<file path="config.mk">
export PLATFORM = sky130hd
export DESIGN_NAME = uvs_recip
export DESIGN_NICKNAME = d
export VERILOG_FILES = /design/src/rtl/uvs_pkg.sv /design/src/rtl/uvs_recip.sv
export SDC_FILE = /design/constraint.sdc
export NUM_CORES = 1
export LEC_CHECK = 0
export BUFFER_PORTS_ARGS = -buffer_cell sky130_fd_sc_hd__buf_2
export CORE_MARGIN = 3
export CORE_UTILIZATION = 57
export CTS_CLUSTER_SIZE = 10
export DETAILED_ROUTE_END_ITERATION = 8
export GPL_TIMING_DRIVEN = 0
export PLACE_DENSITY = 0.84
export SLEW_MARGIN = 10
export SYNTH_ARGS = -nofsm -noshare
export SYNTH_HDL_FRONTEND = slang
export SYNTH_SLANG_ARGS = --single-unit
</file>
<file path="constraint.sdc">
create_clock -name clk -period 7.6 [get_ports clk]
set_clock_uncertainty 0.2 [all_clocks]
set_input_delay 0.38 -clock clk [delete_from_list [all_inputs] [get_ports clk]]
set_output_delay 0.38 -clock clk [all_outputs]
set_load 0.01 [all_outputs]
</file>
<file path="src/rtl/uvs_pkg.sv">
// Shared types, constants and series coefficients for the UV sphere grid point generator.
`default_nettype none

package uvs_pkg;

	localparam int CNT_W   = 9;
	localparam int IDX_W   = 16;
	localparam int COORD_W = 16;
	localparam int ADDR_W  = 3;

	// register select is byte address bit 2
	localparam logic REG_SECTOR_COUNT = 1'b0;
	localparam logic REG_STACK_COUNT  = 1'b1;

	localparam logic [CNT_W-1:0] SECTOR_RESET = 9'd32;
	localparam logic [CNT_W-1:0] STACK_RESET  = 9'd16;

	localparam logic [31:0] PI_Q30  = 32'hC90FDAA2;
	localparam logic [30:0] ONE_Q30 = 31'h4000_0000;
	localparam logic [31:0] QUARTER_TURN = 32'h4000_0000;

	// reciprocals ceil(2^(30+l)/c) with 2^l >= c, exact for 30-bit dividends
	localparam logic [30:0] RCP_S1 = 31'(((64'd1 << 33) + 64'd5)   / 64'd6);
	localparam logic [30:0] RCP_S2 = 31'(((64'd1 << 35) + 64'd19)  / 64'd20);
	localparam logic [30:0] RCP_S3 = 31'(((64'd1 << 36) + 64'd41)  / 64'd42);
	localparam logic [30:0] RCP_S4 = 31'(((64'd1 << 37) + 64'd71)  / 64'd72);
	localparam logic [30:0] RCP_S5 = 31'(((64'd1 << 37) + 64'd109) / 64'd110);
	localparam logic [30:0] RCP_S6 = 31'(((64'd1 << 38) + 64'd155) / 64'd156);
	localparam logic [30:0] RCP_C1 = 31'(((64'd1 << 31) + 64'd1)   / 64'd2);
	localparam logic [30:0] RCP_C2 = 31'(((64'd1 << 34) + 64'd11)  / 64'd12);
	localparam logic [30:0] RCP_C3 = 31'(((64'd1 << 35) + 64'd29)  / 64'd30);
	localparam logic [30:0] RCP_C4 = 31'(((64'd1 << 36) + 64'd55)  / 64'd56);
	localparam logic [30:0] RCP_C5 = 31'(((64'd1 << 37) + 64'd89)  / 64'd90);
	localparam logic [30:0] RCP_C6 = 31'(((64'd1 << 38) + 64'd131) / 64'd132);

	function automatic logic [30:0] sin_rcp(input int k);
		case (k)
			1: return RCP_S1;
			2: return RCP_S2;
			3: return RCP_S3;
			4: return RCP_S4;
			5: return RCP_S5;
			default: return RCP_S6;
		endcase
	endfunction

	function automatic int sin_shift(input int k);
		case (k)
			1: return 33;
			2: return 35;
			3: return 36;
			4: return 37;
			5: return 37;
			default: return 38;
		endcase
	endfunction

	function automatic logic [30:0] cos_rcp(input int k);
		case (k)
			1: return RCP_C1;
			2: return RCP_C2;
			3: return RCP_C3;
			4: return RCP_C4;
			5: return RCP_C5;
			default: return RCP_C6;
		endcase
	endfunction

	function automatic int cos_shift(input int k);
		case (k)
			1: return 31;
			2: return 34;
			3: return 35;
			4: return 36;
			5: return 37;
			default: return 38;
		endcase
	endfunction

	typedef struct packed {
		logic [7:0] stack_row;
		logic [7:0] sector_col;
	} req_t;

	typedef struct packed {
		logic             upper_tri_valid;
		logic [IDX_W-1:0] upper_tri_a;
		logic [IDX_W-1:0] upper_tri_b;
		logic [IDX_W-1:0] upper_tri_c;
		logic             lower_tri_valid;
		logic [IDX_W-1:0] lower_tri_a;
		logic [IDX_W-1:0] lower_tri_b;
		logic [IDX_W-1:0] lower_tri_c;
	} tri_t;

	typedef struct packed {
		logic signed [COORD_W-1:0] pos_x;
		logic signed [COORD_W-1:0] pos_y;
		logic signed [COORD_W-1:0] pos_z;
		logic                      upper_tri_valid;
		logic [IDX_W-1:0]          upper_tri_a;
		logic [IDX_W-1:0]          upper_tri_b;
		logic [IDX_W-1:0]          upper_tri_c;
		logic                      lower_tri_valid;
		logic [IDX_W-1:0]          lower_tri_a;
		logic [IDX_W-1:0]          lower_tri_b;
		logic [IDX_W-1:0]          lower_tri_c;
	} rsp_t;

endpackage

`default_nettype wire

</file>
<file path="src/rtl/uvs_recip.sv">
// Serial restoring divider: quotient and remainder of 2^K by a count.
`default_nettype none

module uvs_recip #(
	parameter int K = 32
) (
	input  wire logic                     clk,
	input  wire logic                     arst_n,
	input  wire logic                     start,
	input  wire logic [uvs_pkg::CNT_W-1:0] divisor,
	output logic                          busy,
	output logic [31:0]                   quo,
	output logic [uvs_pkg::CNT_W-1:0]     rem
);

	localparam int CW = $clog2(K + 1);

	logic            busy_q;
	logic [CW-1:0]   cnt_q;
	logic [31:0]     quo_q;
	logic [uvs_pkg::CNT_W-1:0] rem_q;
	logic [uvs_pkg::CNT_W:0]   trial;
	logic                      ge;

	// the dividend is a one followed by K zeros
	assign trial = {rem_q, cnt_q == CW'(K)};
	assign ge    = trial >= {1'b0, divisor};

	always_ff @(posedge clk or negedge arst_n) begin
		if (!arst_n) begin
			busy_q <= 1'b0;
			cnt_q  <= '0;
		end else if (start) begin
			busy_q <= 1'b1;
			cnt_q  <= CW'(K);
		end else if (busy_q) begin
			if (cnt_q == '0) begin
				busy_q <= 1'b0;
			end else begin
				cnt_q <= cnt_q - CW'(1);
			end
		end
	end

	always_ff @(posedge clk) begin
		if (start) begin
			rem_q <= '0;
			quo_q <= '0;
		end else if (busy_q) begin
			rem_q <= ge ? uvs_pkg::CNT_W'(trial - {1'b0, divisor}) : trial[uvs_pkg::CNT_W-1:0];
			quo_q <= {quo_q[30:0], ge};
		end
	end

	assign busy = busy_q;
	assign quo  = quo_q;
	assign rem  = rem_q;

endmodule

`default_nettype wire

</file>
* Word level (Yosys, flattened, before mapping)
Index checks and enable logic that the tools add are counted.
** Storage, ports and cells
- Bits in latches :: 0
- Word-level logic and storage cells :: 19
- Bits in read-only memories :: 0
- Output and inout port bits :: 42
- Bits of input ports :: 12
- Memory bits (writable) :: 0
- Memories kept :: 0
- Register bits after elaboration :: 48
** Cells by class
- Muxes and demuxes :: 7
- Div/mod/pow operators :: 0
- Multiply operators :: 0
- $lt $le $gt $ge :: 1
- Shifts and indexed selects :: 0
- Bitwise operators :: 0
- Eq/ne operators :: 2
- Add/subtract/negate cells :: 2
- Reduce and logical (&&, ||, !) cells :: 3
** Operators with widths (number)
- $mux W6 :: 3
- $ge A10 B9 Y1 :: 1
- $mux W9 :: 1
- $sub A9 B9 Y9 :: 1
- $eq A6 B6 Y1 const B :: 1
- $logic_not A6 Y1 :: 1
- $sub A6 B1 Y6 const B :: 1
- $mux W1 :: 3
- $ne A2 B2 Y1 const B :: 1
- $reduce_and A2 Y1 :: 1
- $reduce_bool A2 Y1 :: 1

* Depth between registers and ports, before layout
Gate-level depths: netlist of the first run.
- Word-level depth :: 4
- Mapped depth :: 13
- Depth with buffers taken out :: 12

* Worst setup path before layout of the first run
Ideal clock, no wire load.
- Path kind :: register to register
- Start point :: register cnt_q[0]
- End point :: register rem_q, in the netlist rem[4]
- Slack :: 3.974 ns
- Setup time :: 0.091 ns
- Period minus slack after synthesis :: 3.626 ns
- Arrival :: 3.335 ns
- Stages on the path, launching flop included :: 14
- Data required time :: 7.309 ns
- Buffers on the path :: 1
- Path through :: dfrtp_1 > inv_1 > ha_1 > or4b_2 > or2_2 > ha_1 > inv_1 > fa_1 > a211o_2 > a211oi_2 > or4_4 > buf_6 > a221o_1 > a311oi_1
** On the way
- Longest elaborated chain between the ends :: 3
- Elaborated cells on any way between the ends :: 4
- Classes of those cells :: add/sub: 1; order compare: 1; eq/ne: 1; mux: 1
** RTL lines
- start, declared :: RTL line uvs_recip.sv:19 : logic [CW-1:0] cnt_q;
- start signal, assigned :: RTL line uvs_recip.sv:35 : cnt_q <= CW'(K);
- start signal, assigned :: RTL line uvs_recip.sv:40 : cnt_q <= cnt_q - CW'(1);
- $eq A6 B6 Y1 (*) :: RTL line uvs_recip.sv:26 : assign trial = {rem_q, cnt_q == CW'(K)};
- $sub A9 B9 Y9 or $ge A10 B9 Y1 (tied branches) :: RTL line uvs_recip.sv:50, uvs_recip.sv:27
- $mux W9 (*) :: RTL line uvs_recip.sv:50 : rem_q <= ge ? uvs_pkg::CNT_W'(trial - {1'b0, divisor}) : trial[uvs_pkg::CNT_W-1:0];
- end signal, assigned :: RTL line uvs_recip.sv:50
- end, declared :: RTL line uvs_recip.sv:21 : logic [uvs_pkg::CNT_W-1:0] rem_q;
Mark *: on every way between the ends. The rest lies on a longest branch, timed or not.
A chain may end at the register's enable or synchronous reset.

* Worst setup path in the final report of the first run
Same ends and word-level chain as after synthesis.

==> metrics.yaml, run 1 <==
worstPathCellList: "inv_1 -> ha_1 -> or4b_2 -> or2_2 -> ha_1 -> inv_1 -> fa_1 -> a211o_2 -> a211oi_2 -> or4_4 -> buf_6 -> a221o_1 -> a311oi_1"
cts_tree: "done"
cts.path.max_buffers: 2
switching_power_uw: 267
die-area_um2: 4890
fillCellCount: 308
finalMaxSlewViolations: 0
leakagePower_nw: 1.50
layout_commonest_cell: "buf_2"
coreArea_um2: 3800
synth_area_um2: 2330
tns_ns: 0
status: "finished, final reports clean"
layout_setup_ws_ns: 3.73
finalSetupViolations: 0
synth.distinct_cells: 51
crit_slowest_cell: "or4b_2"
dp_cells: 349
route.detailed.drc: 0
viasPerCell: 5.52
async_flop_share_pct: 14.6
drive_gt1_share_pct: 22.3
p_int_uw: 500
finalInstanceArea_um2: 2750
num_rows: 22
boundaryPins: 54
holdWs_ns: 0.257
ys_ff_latch: 48
clk_pin_slew_worst_paths_ns: 0.08
rsz0062_at_grt: "false"
numCtsBuffers: 5
syn_nets: 272
initial_core_util_pct: 61.3
p_per_area_nw_per_um2: 279
port_buffers: 52
chipWidth_um: 69.9
finalHoldViolations: 0
ir_worst_vdd_uv: 160
worstMarginPinSlew_ns: 0.967
gp_congestion: 0.805
cts.sinks: 48
crit_path_end_kind: "flop"
dr_total_vias: 1971
place_area_um2: 2650
synth.avg_cell_area_um2: 9.35
post_cts_resized: 0
ant_nets: 0
cp.buffers_inverters: 3
fin_nets: 332
clock_latency_ns: 0.29
ctsHtreeMaxLevel: 2
hpwl_um: 3620
slew_headroom_pct: 34.7
holdCritPathClass: "in -> async"
worstPathRequired_ns: 7.60
n_antenna_cell: 0
final_util_pct: 72.5
p_comb_share_pct: 38.9
ys.flop_type: "dfxtp_1"
grt_pass1_wl_um: 7870
synth_warnings: 0
cp.arrival_ns: 3.87
drt_iter0_markers: 77
synth_edf_count: 0
grt_use_total_pct: 19.4
min_period_ns: 3.87
critPathTopFamily: "simple AND/OR/NAND/NOR gates"
start_kind: "flop"
crit_type: "reg -> reg"
fin_cells: 357
antenna_found_initial: 0
worstPathMaxFanout: 9
cap_viol_max_count: 0
grt_overflow: 0
wirelength_um: 4780
cts-root-buf: "clkbuf_8"
grt_max_degree: 14
slowest_delay_ns: 0.61
pre_cts_ws_ns: 3.76
drtPass1Iterations: 4
clkPwrFrac_pct: 20.1
fp.dieH_um: 69.9
p_seq_share_pct: 41.0
switching_share_pct: 34.9
multi_input_area_um2: 1220
grt_pass1_vias: 1764
layout_common_cells: "buf_2, nor2_1, dfxtp_1"
netlist_instances: 249
regArea_um2: 996
wl_per_cell_um: 13.4
area_growth_syn_to_layout_pct: 18.3
fmax_mhz: 258
total_power_uw: 768
seq_area_frac_synth_pct: 42.8
min_period_over_period_pct: 51.0
==> synth_stat cells (2+ instances only) <==
library cell	instances	area share (%)
a211oi_1	3	0.97
dfrtp_1	7	7.5
nor4_1	2	0.54
a221o_1	2	0.86
a21o_1	2	0.64
nand4_1	2	0.54
o21bai_1	3	0.97
nor2_1	47	7.6
ha_1	10	5.4
o211ai_1	2	0.64
a21oi_1	5	1.1
a311oi_1	4	1.5
xnor2_1	6	2.3
inv_1	15	2.4
o21a_1	2	0.64
nand3_1	5	1.1
dfxtp_1	41	35
nand2b_1	2	0.54
clkbuf_1	10	1.6
nand2_1	10	1.6
or3_1	2	0.54
o21ai_0	7	1.5
nor2b_1	2	0.54
mux2i_1	31	13
==> what timing repair did <==
action	in CTS	in global routing
hold buffers	1	0
buffers inserted	0	0
endpoints found under the hold margin	7	0
==> registers in the layout, summed over array words and instances, names as in the netlist <==
| signal | count |
|---|---|
| busy | 1 |
| cnt_q | 6 |
| quo | 32 |
| rem | 9 |
==> final cells by class <==
| cell class | count | share of cell area [%] |
|---|---|---|
| inverter | 15 | 2.04 |
| timing repair buffer | 53 | 9.81 |
| multi-input combinational | 173 | 44.2 |
| sequential | 48 | 36.2 |
| clock buffer | 7 | 3.50 |
| buffer | 13 | 2.09 |
| tap | 48 | 2.18 |
==> per-layer routing <==
metal	vias up	track usage (%)	wire length, um	share of wire (%)
li1	999	-	-	-
met1	906	24.8	2160	45
met2	60	32.5	2260	47
met3	6	4.32	295	6.2
met4	0	6.17	63	1.3
met5	-	0	0	0
==> final timing paths <==
| check | startpoint | end | slack (ns) | cells past startpoint |
|---|---|---|---|---|
| setup reg to reg | cnt_q[0] | rem[4] | 3.73 | 13 |
| min in group clk | start | cnt_q[5] | 0.32 | 2 |
| hold reg to reg | quo[10] | quo[11] | 0.32 | 2 |
| hold / removal | arst_n | busy | 0.26 | 2 |
| max in group asynchronous | arst_n | cnt_q[2] | 6.78 | 2 |
| setup / recovery | cnt_q[0] | rem[4] | 3.73 | 13 |
==> power by group through the flow <==
| stage | sequential, mW | combinational (mW) | clock (mW) |
|---|---|---|---|
| 3_5_place_dp | 0.319 | 0.296 | 0 |
| 4_1_cts | 0.314 | 0.299 | 0.159 |
| 2_1_floorplan | 0.321 | 0.223 | 0 |
| 3_3_place_gp | 0.317 | 0.290 | 0 |
| 5_1_grt | 0.320 | 0.331 | 0.168 |
| 6_report | 0.314 | 0.299 | 0.155 |
==> logic make-up after synthesis <==
kind of cell,Yosys count,share of synthesized area [%]
AOI/OAI and AO/OA,44,14.3
xor gates and xnor gates,7,2.63
adders and majority gates,11,6.24
buffers and inverters,28,4.89
DFF,48,42.8
muxes,32,13.8
and+or+nand+nor,79,15.3
No activity file was read; power rests on OpenSTA's default activity.
==> run 2: changes to the inputs <==
--- a/config.mk
+++ b/config.mk
@@ -7,11 +7,11 @@
 export LEC_CHECK = 0
 export BUFFER_PORTS_ARGS = -buffer_cell sky130_fd_sc_hd__buf_2
 export CORE_MARGIN = 3
-export CORE_UTILIZATION = 57
+export CORE_UTILIZATION = 53
 export CTS_CLUSTER_SIZE = 10
 export DETAILED_ROUTE_END_ITERATION = 8
 export GPL_TIMING_DRIVEN = 0
-export PLACE_DENSITY = 0.84
+export PLACE_DENSITY = 0.79
 export SLEW_MARGIN = 10
 export SYNTH_ARGS = -nofsm -noshare
 export SYNTH_HDL_FRONTEND = slang
==> constraint.sdc (replaced) <==
create_clock -name clk -period 3.8 [get_ports clk]
set_clock_uncertainty 0.2 [all_clocks]
set_input_delay 0.19 -clock clk [delete_from_list [all_inputs] [get_ports clk]]
set_output_delay 0.19 -clock clk [all_outputs]
set_load 0.01 [all_outputs]
==> run 2 against run 1 <==
  * Total power grew 100%
  * Die area grew 6.9%
  * First-iteration DRC count grew 9.1%
  * Combinational power grew 110%
  * Via count grew 0.10%
  * Fmax grew 6.6%
  * Sequential cell count is the same
  * Sequential share of layout area shrank 0.39 points
==> metrics.yaml, run 2 (synthesis results as in run 1) <==
leakagePower_nw: 1.50
crit_path_end_kind: "flop"
coreArea_um2: 4120
grt_max_degree: 15
fin_nets: 334
largest_reg_flops: 32
port_buffers: 52
status: "finished, final reports clean"
slew_headroom_pct: 28.7
p_per_area_nw_per_um2: 556
wirelength_um: 4840
grt_pass1_vias: 1872
finalHoldViolations: 0
cap_viol_max_count: 0
grt_overflow: 0
cp.arrival_ns: 3.66
finalSetupViolations: 0
drt_iter0_markers: 84
cts_tree: "done"
crit_type: "reg -> reg"
min_period_over_period_pct: 95.7
clock_latency_ns: 0.30
ctsHtreeMaxLevel: 2
min_period_ns: 3.64
ant_nets: 0
final_util_pct: 67.6
die-area_um2: 5220
cts.path.max_buffers: 2
worstMarginPinSlew_ns: 1.06
pre_cts_ws_ns: -0.0684
drtPass1Iterations: 4
rsz0062_at_grt: "false"
layout_setup_ws_ns: 0.165
cts.sinks: 48
wl_per_cell_um: 13.4
drive_gt1_share_pct: 24.4
n_antenna_cell: 0
layout_common_cells: "buf_2, nor2_1, dfxtp_1"
holdCritPathClass: "in -> async"
fmax_mhz: 275
route.detailed.drc: 0
worstPathRequired_ns: 3.82
reg2reg_slack_ns: 0.16
chipWidth_um: 72.3
antenna_found_initial: 0
start_kind: "flop"
gp_congestion: 0.856
finalMaxSlewViolations: 0
clk_pin_slew_worst_paths_ns: 0.09
r2r-start: "cnt_q[1]"
dr_total_vias: 1973
boundaryPins: 54
worstPathMaxFanout: 9
fp.dieH_um: 72.3
grt_use_total_pct: 19.6
layout_commonest_cell: "buf_2"
cts-root-buf: "clkbuf_8"
num_rows: 23
reg2reg_to: "rem[4]"
ir_worst_vdd_uv: 405
viasPerCell: 5.45
area_growth_syn_to_layout_pct: 19.6
hpwl_um: 3650
r2r_cells: 13
initial_core_util_pct: 56.6
grt_pass1_wl_um: 8240
numCtsBuffers: 5
[run 2: worst max-delay path, stage by stage, from the launching register on]
cell and delay, ns:
dfrtp_1 0.40, inv_1 0.06, ha_2 0.17, or4b_4 0.47
or2_2 0.31, ha_2 0.19, inv_2 0.06, fa_2 0.21
a211o_2 0.16, a211oi_2 0.10, or4_4 0.53, buf_6 0.15
a221o_1 0.31, a311oi_2 0.24
[run 2: metrics by stage]
| stage | instances | cell area, um^2 | setup TNS, ns | hold WS [ns] | power, mW |
|---|---|---|---|---|---|
| 2_1_floorplan | 249 | 2330 | 0 | -0.306 | 1.09 |
| 3_3_place_gp | 351 | 2650 | -0.0234 | -0.169 | 1.22 |
| 3_5_place_dp | 351 | 2650 | -0.317 | -0.164 | 1.23 |
| 4_1_cts | 362 | 2770 | 0 | 0.0357 | 1.55 |
| 5_1_grt | 362 | 2780 | 0 | 0.0684 | 1.67 |
| 6_report | 362 | 2780 | 0 | 0.0482 | 1.55 |
[run 2: how the worst max path moves through the flow]
stage                         from      to  slack, ns  cells after the start
after floorplan           cnt_q[0]  rem[4]       0.17                     13
final                     cnt_q[1]  rem[4]       0.16                     13
after detailed placement  cnt_q[0]  rem[2]      -0.07                     12
after global routing      cnt_q[1]  rem[4]       0.02                     13
after global placement    cnt_q[0]  rem[4]      -0.02                     13
after CTS                 cnt_q[1]  rem[4]       0.11                     13
[run 2: area by class of cell]
type | count | area [um^2]
fill | 351 | 1330
multi-input combinational | 173 | 1240
sequential | 48 | 996
timing repair buffer | 55 | 285
clock buffer | 7 | 76.3
tap | 50 | 62.6
buffer | 13 | 57.6
inverter | 15 | 56.3
clock inverter | 1 | 8.76
[run 2: what timing repair did]
item	4_1_cts	5_1_grt
pin swaps	1	1
setup buffers	2	0
setup endpoints to repair	7	7
gates resized for setup	2	5
hold buffers	1	0
hold endpoints to repair	7	0
[run 2: per-layer routing]
layer | up-vias | GRT usage, % | wire, um
met2 | 63 | 32.6 | 2250
met5 | - | 0 | 0
li1 | 996 | - | -
met3 | 7 | 6.09 | 376
met4 | 0 | 7.10 | 52
met1 | 907 | 23.9 | 2160
[run 2: power by group]
part,internal [mW],total (mW),switching [mW]
registers,0.566,0.626,0.0604
logic,0.292,0.627,0.335
clock network,0.132,0.295,0.164
==> run 3: changes to the inputs <==
--- a/config.mk
+++ b/config.mk
@@ -5,9 +5,10 @@
 export SDC_FILE = /design/constraint.sdc
 export NUM_CORES = 1
 export LEC_CHECK = 0
+export ABC_AREA = 1
 export BUFFER_PORTS_ARGS = -buffer_cell sky130_fd_sc_hd__buf_2
 export CORE_MARGIN = 3
-export CORE_UTILIZATION = 53
+export CORE_UTILIZATION = 54
 export CTS_CLUSTER_SIZE = 10
 export DETAILED_ROUTE_END_ITERATION = 8
 export GPL_TIMING_DRIVEN = 0
==> run 3 against run 2 <==
  * Total power rose by 42%
  * Cell area rose by 5.9%
  * Via count rose by 16%
  * Critical endpoint is now rem[2]
  * Sequential power rose by 21%
  * Critical path depth rose by 3
  * Worst hold slack got worse by 0.0070 ns
  * Non-clock buffer count rose by 1
  * Sequential share of layout area fell by 2.0 points
  * Combinational power rose by 80%
  * Wire length rose by 12%
==> metrics.yaml, run 3 <==
synth-simple-area-share_pct: 34.3
numCtsBuffers: 5
switching_power_uw: 971
grt_pass1_vias: 2056
cap_viol_max_count: 0
fp.dieH_um: 74.1
p_seq_share_pct: 34.6
ctsHtreeMaxLevel: 2
synth_area_um2: 2500
ys.flop_type: "dfxtp_1"
start_kind: "flop"
synth_area_leaders: "dfxtp_1, nor2_1, nand2_1"
n_antenna_cell: 0
synth_fa_ha_area_share_pct: 5.79
hpwl_um: 4100
cts.path.max_buffers: 2
worstMarginPinSlew_ns: 0.452
synth.avg_cell_area_um2: 7.20
syn_nets: 371
grtUsageMet2_pct: 33.0
port_buffers: 53
slew_headroom_pct: 69.9
p_int_mw: 1.22
hold_buffers: 2
synth_mux_area_share_pct: 0
synth_xor_area_share_pct: 1.05
viasPerCell: 4.95
fin_cells: 463
grt_use_total_pct: 20.5
synth_warnings: 0
wirelength_um: 5410
synth.distinct_cells: 27
cts.sinks: 48
finalHoldViolations: 0
worstPathMaxFanout: 10
p_per_area_nw_per_um2: 745
synth_compound_area_share_pct: 9.74
p_comb_share_pct: 51.3
synth_top_family_by_area: "simple AND/OR/NAND/NOR gates"
grt_pass1_wl_um: 9030
post_cts_resized: 0
ant_nets: 0
clk_pin_slew_worst_paths_ns: 0.09
status: "finished, final reports clean"
ir_worst_vdd_uv: 431
coreArea_um2: 4410
finalSetupViolations: 0
initial_core_util_pct: 56.7
use_met3_pct: 3.92
die-area_um2: 5490
rsz0062_at_grt: "false"
synth_edf_count: 0
worstPathRequired_ns: 3.80
netlist_instances: 348
crit_path_end_kind: "flop"
clock_latency_ns: 0.30
route.detailed.drc: 0
cp.arrival_ns: 2.68
crit_type: "reg -> reg"
drive_gt1_share_pct: 21.7
antenna_found_initial: 0
fmax_mhz: 373
async_flop_share_pct: 14.6
cts_tree: "done"
area_growth_syn_to_layout_pct: 17.7
layout_common_cells: "nor2_1, nand2_1, buf_2"
grt_overflow: 0
ys_ff_latch: 48
leakagePower_nw: 1.55
finalMaxSlewViolations: 0
dr_total_vias: 2290
grt_util_met1_pct: 27.6
dp_cells: 453
layout_commonest_cell: "nor2_1"
grt_max_degree: 15
yosys.cell_count.top_type: "nor2_1"
wl_per_cell_um: 11.7
seq_area_frac_synth_pct: 39.8
drt_iter0_markers: 115
synthTopCellsByCount: "nor2_1, nand2_1, inv_1"
largest_reg_flops: 32
switching_share_pct: 44.2
holdCritPathClass: "in -> async"
tns_ns: 0
yosys.area.top_type: "dfxtp_1"
clkPwrFrac_pct: 14.1
boundaryPins: 54
synth_top_area_share_pct: 32.8
num_rows: 24
grt-busiest-layer: "met2"
fin_nets: 433
min_period_ns: 2.68
total_power_mw: 2.20
postCtsSetupBuffers: 0
min_period_over_period_pct: 70.5
drtPass1Iterations: 4
gp_congestion: 0.856
chipWidth_um: 74.1
cts-root-buf: "clkbuf_8"
run 3: changes by cell type in the layout (fill, tap and decap cells not counted), moves of 8 or more:
cell,change
nor2_1,+26
nand4_1,+8
nand3_1,+11
o21ai_0,+30
nand2_1,+48
nand3_2,+10
inv_1,+29
mux2i_1,-31
run 3: final timing paths:
path	startpoint	end	slack, ns	depth (start not counted)
min reg2reg	quo[6]	quo[7]	0.30	2
max	cnt_q[0]	rem[2]	1.12	16
max reg2reg	cnt_q[0]	rem[2]	1.12	16
min in group clk	divisor[0]	rem[0]	0.14	5
max in group asynchronous	arst_n	cnt_q[4]	3.20	2
min	arst_n	cnt_q[1]	0.04	2
run 3: worst max-delay path, cell delays in order (launching register included):
cell and delay [ns]:
dfrtp_1 0.36, inv_1 0.13, ha_1 0.16, inv_1 0.05
nor3_1 0.25, nand3_1 0.16, ha_1 0.34, nand2_1 0.08
nor2_1 0.06, nand2_2 0.07, nor2_4 0.04, nor2_4 0.28
nand2_8 0.13, nand3_2 0.08, nand3_1 0.08, nand2_1 0.06
inv_1 0.03
run 3: stage by stage:
stage | hold slack (ns) | area (um^2) | setup slack (ns) | util (%)
after floorplan | -0.306 | 2500 | 1.46 | -
after global placement | -0.170 | 2840 | 1.14 | 64.2
after detailed placement | -0.167 | 2840 | 1.15 | 64.2
after CTS | 0.0413 | 2950 | 1.14 | 66.8
after global routing | 0.0592 | 2950 | 0.828 | 66.8
final | 0.0411 | 2950 | 1.12 | 66.8
run 3: power by group through the flow:
stage | logic (mW) | clock network (mW) | registers (mW)
6_report | 1.13 | 0.310 | 0.760
5_1_grt | 1.28 | 0.338 | 0.780
4_1_cts | 1.13 | 0.315 | 0.761
3_5_place_dp | 1.12 | 0 | 0.771
3_3_place_gp | 1.09 | 0 | 0.766
2_1_floorplan | 0.802 | 0 | 0.799
run 3: area by class of cell:
| class | instances | area, um^2 |
|---|---|---|
| well taps | 52 | 65.1 |
| inverters | 43 | 161 |
| fillers | 404 | 1470 |
| multi-input cells | 243 | 1270 |
| plain buffers | 14 | 72.6 |
| clock buffers | 7 | 86.3 |
| clock inverters | 1 | 7.51 |
| repair buffers | 55 | 285 |
| flip-flops and latches | 48 | 996 |
run 3: per-layer routing:
layer  up-vias  share of wire [%]  routed length, um
li1       1224                  -                  -
met1      1020                 50               2710
met2        40                 44               2400
met3         6                4.3                235
met4         0                1.1                 61
met5         -                  0                  0
run 3: cells by family after synthesis:
| family | Yosys count |
|---|---|
| flops | 48 |
| buf+inv | 57 |
| simple gates | 182 |
| xor+xnor | 3 |
| compound gates | 47 |
| fa+ha+maj | 11 |
